<file path="src/rtl/iirdf1_pkg.sv">
// Shared constants, codes and types of the direct form I IIR filter.
package iirdf1_pkg;

    // Filter order and derived sizes
    localparam int ORDER  = 64;
    localparam int TAPS   = ORDER + 1;
    localparam int TAP_W  = $clog2(ORDER + 1);
    localparam int RING_W = (ORDER > 1) ? $clog2(ORDER) : 1;
    localparam int HIST_AW = $clog2(2 * ORDER);
    localparam int COEF_AW = $clog2(2 * TAPS);

    // Field widths
    localparam int SAMPLE_W = 16;
    localparam int COEF_W   = 32;
    localparam int HIST_W   = 32;
    localparam int INDEX_W  = 8;
    localparam int PROD_W   = 64;
    localparam int ACC_W    = 56;

    // Request kinds carried on the input tuser
    typedef enum logic [1:0] {
        FUNC_FILTER = 2'd0,
        FUNC_LOAD_B = 2'd1,
        FUNC_LOAD_A = 2'd2,
        FUNC_NONE   = 2'd3
    } func_t;

    // Control that travels with one read of the coefficient and history memories
    typedef struct packed {
        logic valid;   // a term is issued
        logic a_term;  // denominator term, else numerator term
        logic first;   // b[0] times the current sample
        logic mask;    // history entry not filled yet, reads as zero
        logic clear;   // start of a new sample, clear the accumulator
    } mac_ctl_t;

endpackage

</file>
<file path="src/rtl/iirdf1_mac.sv">
// Shared multiplier and accumulator that sums all filter terms of one sample.
module iirdf1_mac (
    input  logic                                 aclk,
    input  logic                                 aresetn,
    input  iirdf1_pkg::mac_ctl_t                 ctl,
    input  logic signed [iirdf1_pkg::COEF_W-1:0]   coef_q,
    input  logic signed [iirdf1_pkg::HIST_W-1:0]   hist_q,
    input  logic signed [iirdf1_pkg::SAMPLE_W-1:0] x0,
    output logic signed [iirdf1_pkg::ACC_W-1:0]    acc,
    output logic                                 busy
);
    import iirdf1_pkg::*;

    logic signed [HIST_W-1:0] opnd;
    logic signed [PROD_W-1:0] prod_reg;
    logic                     prod_vld_reg;
    logic                     prod_a_reg;
    logic signed [ACC_W-1:0]  a_shift;
    logic signed [ACC_W-1:0]  term;
    logic signed [ACC_W-1:0]  acc_reg;

    // Select the history operand, zero for entries not yet filled
    always_comb begin
        if (ctl.first) begin
            opnd = HIST_W'(x0);
        end else if (ctl.mask) begin
            opnd = '0;
        end else if (ctl.a_term) begin
            opnd = hist_q;
        end else begin
            opnd = HIST_W'(signed'(hist_q[SAMPLE_W-1:0]));
        end
    end

    // Scale the denominator product down to the accumulator's Q.24 and negate it
    always_comb begin
        a_shift = ACC_W'(prod_reg >>> 16);
        if (prod_a_reg) begin
            term = -a_shift;
        end else begin
            term = prod_reg[ACC_W-1:0];
        end
    end

    // Multiply stage
    always_ff @(posedge aclk) begin
        if (!aresetn) begin
            prod_vld_reg <= 1'b0;
        end else begin
            prod_vld_reg <= ctl.valid;
        end
        prod_a_reg <= ctl.a_term;
        prod_reg   <= coef_q * opnd;
    end

    // Accumulate stage
    always_ff @(posedge aclk) begin
        if (ctl.clear) begin
            acc_reg <= '0;
        end else if (prod_vld_reg) begin
            acc_reg <= acc_reg + term;
        end
    end

    assign acc  = acc_reg;
    assign busy = prod_vld_reg;

endmodule

</file>
<file path="config.mk">
export PLATFORM = sky130hd
export DESIGN_NAME = iirdf1_mac
export DESIGN_NICKNAME = d
export VERILOG_FILES = /design/src/rtl/iirdf1_pkg.sv /design/src/rtl/iirdf1_mac.sv
export SDC_FILE = /design/constraint.sdc
export NUM_CORES = 2
export LEC_CHECK = 0
export BUFFER_PORTS_ARGS = -buffer_cell sky130_fd_sc_hd__buf_2
export CAP_MARGIN = 5
export CORE_MARGIN = 8
export CORE_UTILIZATION = 55
export DETAILED_ROUTE_END_ITERATION = 12
export HOLD_SLACK_MARGIN = 0.08
export PLACE_DENSITY = 0.73
export SLEW_MARGIN = 10
export SYNTH_ARGS = -nofsm -noshare
export SYNTH_HDL_FRONTEND = slang
export SYNTH_SLANG_ARGS = --single-unit
</file>
<file path="constraint.sdc">
create_clock -name aclk -period 9.8 [get_ports aclk]
set_input_delay 0.49 -clock aclk [delete_from_list [all_inputs] [get_ports aclk]]
set_output_delay 0.49 -clock aclk [all_outputs]
set_load 0.05 [all_outputs]
</file>
### Word level (Yosys, flattened, before mapping)

Index checks and enable logic that the tools add are counted.

* logic and storage cells: 11
* flip-flop bits (word level): 122

* $add $sub $neg: 2
* muxes and demuxes: 4
* multiply operators: 1

Operators by type and width (count)
* $mux 32: 3
* $mul 32x32->64: 1
* $add 56x56->56: 1
* $mux 56: 1
* $neg 48->56: 1

### Logic depth before layout (Yosys ltp)

* depth after elaboration: 4
* mapped depth: 35
* depth with buffers taken out: 31

### Worst setup path before layout

No wires, ideal clock.

* path kind: input to register
* start point: in ctl[2] (netlist name)
* end point: reg prod_reg[63]
* path buffers: 4
* stages: 31
* slack: 0.894 ns
* data arrival time: 8.834 ns
* data required time: 9.728 ns
* path through: clkbuf_1 > nor2_1 > clkbuf_1 > a22o_1 > clkbuf_1 > nand2_1 > inv_1 > fa_1 > fa_1 > fa_1 > fa_1 > inv_1 > fa_1 > inv_1 > fa_1 > inv_1 > fa_1 > inv_1 > fa_1 > ha_1 > clkbuf_1 > a21o_1 > a21o_1 > a21o_1 > a21o_1 > a21oi_1 > nand3_1 > o21ai_1 > o21ai_0 > a21oi_1 > xnor2_1

* longest elaborated chain between the ends: 2

RTL lines
* start, declared: RTL line iirdf1_mac.sv:5 `input iirdf1_pkg::mac_ctl_t ctl,`
* $mux 32: RTL line iirdf1_mac.sv:24 `if (ctl.first) begin`
* $mul 32x32->64: RTL line iirdf1_mac.sv:53 `prod_reg <= coef_q * opnd;`
* end signal, assigned: RTL line iirdf1_mac.sv:53
* end, declared: RTL line iirdf1_mac.sv:15 `logic signed [PROD_W-1:0] prod_reg;`

Every way passes these cells.
A chain may end at the register's enable or synchronous reset.

### Worst setup path after layout

* start point: in ctl[2] (netlist name)
* end point: reg prod_reg[60]

Same word-level chain as after synthesis.

==> results.py <==
metrics = {
    "critical_path": {
        "cpMostUsedCell": "fa_1",
        "path_class": "primary input to flop",
        "critPathRequiredTime_ps": 10110,
        "start_kind": "primary input",
        "reg2reg_setup_slack_ps": 4210,
        "crit_slowest_cell": "o21ai_2",
        "slowest_delay_ps": 700,
        "path_max_fanout": 20,
        "crit_arrival_ps": 9590,
        "cp-end-kind": "flop",
    },
    "cells_and_area": {
        "largest_reg_flops": 64,
        "final_common_cell": "fa_1",
        "layout-drive-gt1-share": 0.0710,
        "fill_cells": 7117,
        "final_nets": 6273,
        "final_cell_mix": "fa_1 (1083), inv_1 (1060), nand2_1 (650), and2_1 (374), ha_1 (240)",
        "syn_to_final_growth_pct": 5.31,
    },
    "floorplanning": {
        "die_w_um": 300,
        "num_io_pins": 144,
        "initial_utilization": 0.552,
        "rows": 104,
        "dieArea_um2": 89800,
        "core_area_um2": 80200,
        "die_height_um": 300,
    },
    "place": {
        "port_buffers": 143,
        "dp_hpwl_mm": 98.9,
        "globalplace.congestion": 0.933,
    },
    "clock_network": {
        "cts_num_sinks": 122,
        "cts_setup_buffers": 0,
        "clockRootBuffer": "clkbuf_16",
        "clock_latency_ps": 440,
        "cts_tree": "done",
        "clk_path_buf_depth": 2,
        "clk_pin_slew_ps": 60,
        "cts_resized": 0,
        "cts_buffers": 17,
        "ctsHtreeMaxLevel": 4,
        "hold_buffers": 0,
    },
    "sta": {
        "fmax_mhz": 108,
        "skew_ps": 23.5,
        "relSlewSlack": 0.211,
        "tightest_slew_ps": 1180,
        "finalHoldViolCount": 0,
        "finalCritPeriodShare": 0.947,
        "fin_crit_ps": 9280,
        "setup_viol": 0,
        "tns_ps": 0,
        "rsz0062_at_grt": "no",
        "slew_violations": 0,
    },
    "global_routing": {
        "first_global_vias": 35900,
        "grt_util_all_layers": 0.270,
        "antenna_found_initial": 1,
        "grt_pass1_wl_mm": 193,
        "grt_max_degree": 64,
        "grt_overflow": 0,
    },
    "routing": {
        "first_pass_iters": 5,
        "drc": 0,
        "initialDrtViolationCount": 2155,
        "ant_nets": 0,
        "vias": 33100,
        "drt_wl_total_mm": 121,
        "wire_per_inst_um": 20.3,
        "viasPerCell": 5.58,
    },
    "logic_synthesis": {
        "avgSynthCellArea_um2": 9.06,
        "ys_seq_elements": 122,
        "synth_top_flop_cell": "dfxtp_1",
        "ys_types": 74,
        "ys_warn_count": 0,
        "ys_seq_area_frac": 0.0552,
        "postSynth.asyncResetShare": 0,
        "syn-cell-area_um2": 44300,
        "synth_cells": 4887,
        "syn_nets": 6297,
        "synth_edf_count": 0,
    },
    "job": {
        "drv_cap": 0,
    },
    "min_path": {
        "hp-class": "primary input to flop",
    },
    "run_status": {
        "outcome": "completed",
    },
}
==> metrics by stage <==
stage	std cells	cell area [um2]	hold WS, ps	worst slack, ps	util
final	5937	46600	267	520	0.582
after global routing	5936	46600	275	283	0.582
after CTS	5936	46600	257	719	0.582
after detailed placement	5904	46000	504	278	0.574
after global placement	5904	46000	505	411	0.574
after floorplan	4887	44300	518	894	-
==> path summary, 6_finish.rpt <==
| path | startpoint | to | depth (start not counted) |
|---|---|---|---|
| worst max-delay path | ctl[2] | prod_reg[60] | 29 |
| worst min-delay path | ctl[4] | busy | 2 |
| worst max register to register | prod_reg[16] | acc[55] | 22 |
| worst min register to register | acc[52] | acc[52] | 2 |
==> cells in the mapped netlist, drive strengths merged (3+ instances only) <==
cell type | number | area, um2
nand3 | 27 | 135
a221o | 5 | 50.1
and3 | 11 | 68.8
nor4 | 11 | 75.1
a31oi | 14 | 87.6
mux2i | 43 | 430
a211o | 11 | 96.3
mux2 | 42 | 473
and2 | 375 | 2350
ha | 240 | 3000
a21boi | 3 | 22.5
o2111ai | 3 | 26.3
nand4 | 23 | 144
a31o | 7 | 61.3
o21a | 15 | 113
or3 | 12 | 95.1
nor2 | 151 | 574
o31ai | 9 | 67.6
clkbuf | 258 | 968
xor2 | 45 | 394
xnor2 | 118 | 1030
nand2 | 651 | 2450
inv | 1060 | 3980
o21bai | 25 | 188
fa | 1083 | 21700
a311o | 4 | 40.0
or2 | 11 | 71.3
a211oi | 24 | 180
nor3b | 3 | 27.5
dfxtp | 122 | 2440
buf | 6 | 23.8
nor4b | 3 | 26.3
a21o | 79 | 593
nand2b | 9 | 56.3
or4 | 6 | 45.0
o22ai | 3 | 18.8
nor3 | 28 | 150
a21oi | 144 | 721
o211ai | 6 | 45.0
nor2b | 72 | 450
a22o | 13 | 114
o21ai | 83 | 415
==> final cells by class <==
cell class | count | area [um2] | share of cell area
Multi-Input combinational cell | 3441 | 36900 | 0.792
Inverter | 1060 | 3980 | 0.0854
Sequential cell | 122 | 2440 | 0.0524
Timing Repair Buffer | 221 | 1350 | 0.0290
Tap cell | 1060 | 1330 | 0.0285
Clock buffer | 20 | 457 | 0.00980
Clock inverter | 12 | 139 | 0.00298
Antenna cell | 1 | 2.50 | 0.0000537
==> kinds of logic (layout without fill, tap and decap cells) <==
logic type | after synthesis | after routing | share of synthesized area
mux | 85 | 85 | 0.0204
buf+inv | 1324 | 1313 | 0.112
compound gates | 470 | 470 | 0.0689
xor+xnor | 163 | 163 | 0.0323
fa+ha+maj | 1323 | 1323 | 0.558
other cells | 0 | 1 | 0
flops | 122 | 122 | 0.0552
simple gates | 1400 | 1400 | 0.153
==> metal layers <==
layer	global-route usage	wire [um]	share of wire
met1	0.334	45900	0.38
met2	0.465	59800	0.50
met3	0.0381	7950	0.066
met4	0.129	6880	0.057
met5	0	0	0
==> critical path, delay by kind of cell <==
| family | cells | cell delay (ps) |
|---|---|---|
| buffers and inverters | 6 | 800 |
| adders and majority gates | 9 | 4370 |
| xor gates and xnor gates | 1 | 140 |
| and+or+nand+nor | 6 | 1390 |
| AOI/OAI and AO/OA | 7 | 2390 |
Power is left out: the tool's default activity adds up to more than one toggle a clock period on the data nets, which glitch-free logic cannot reach.
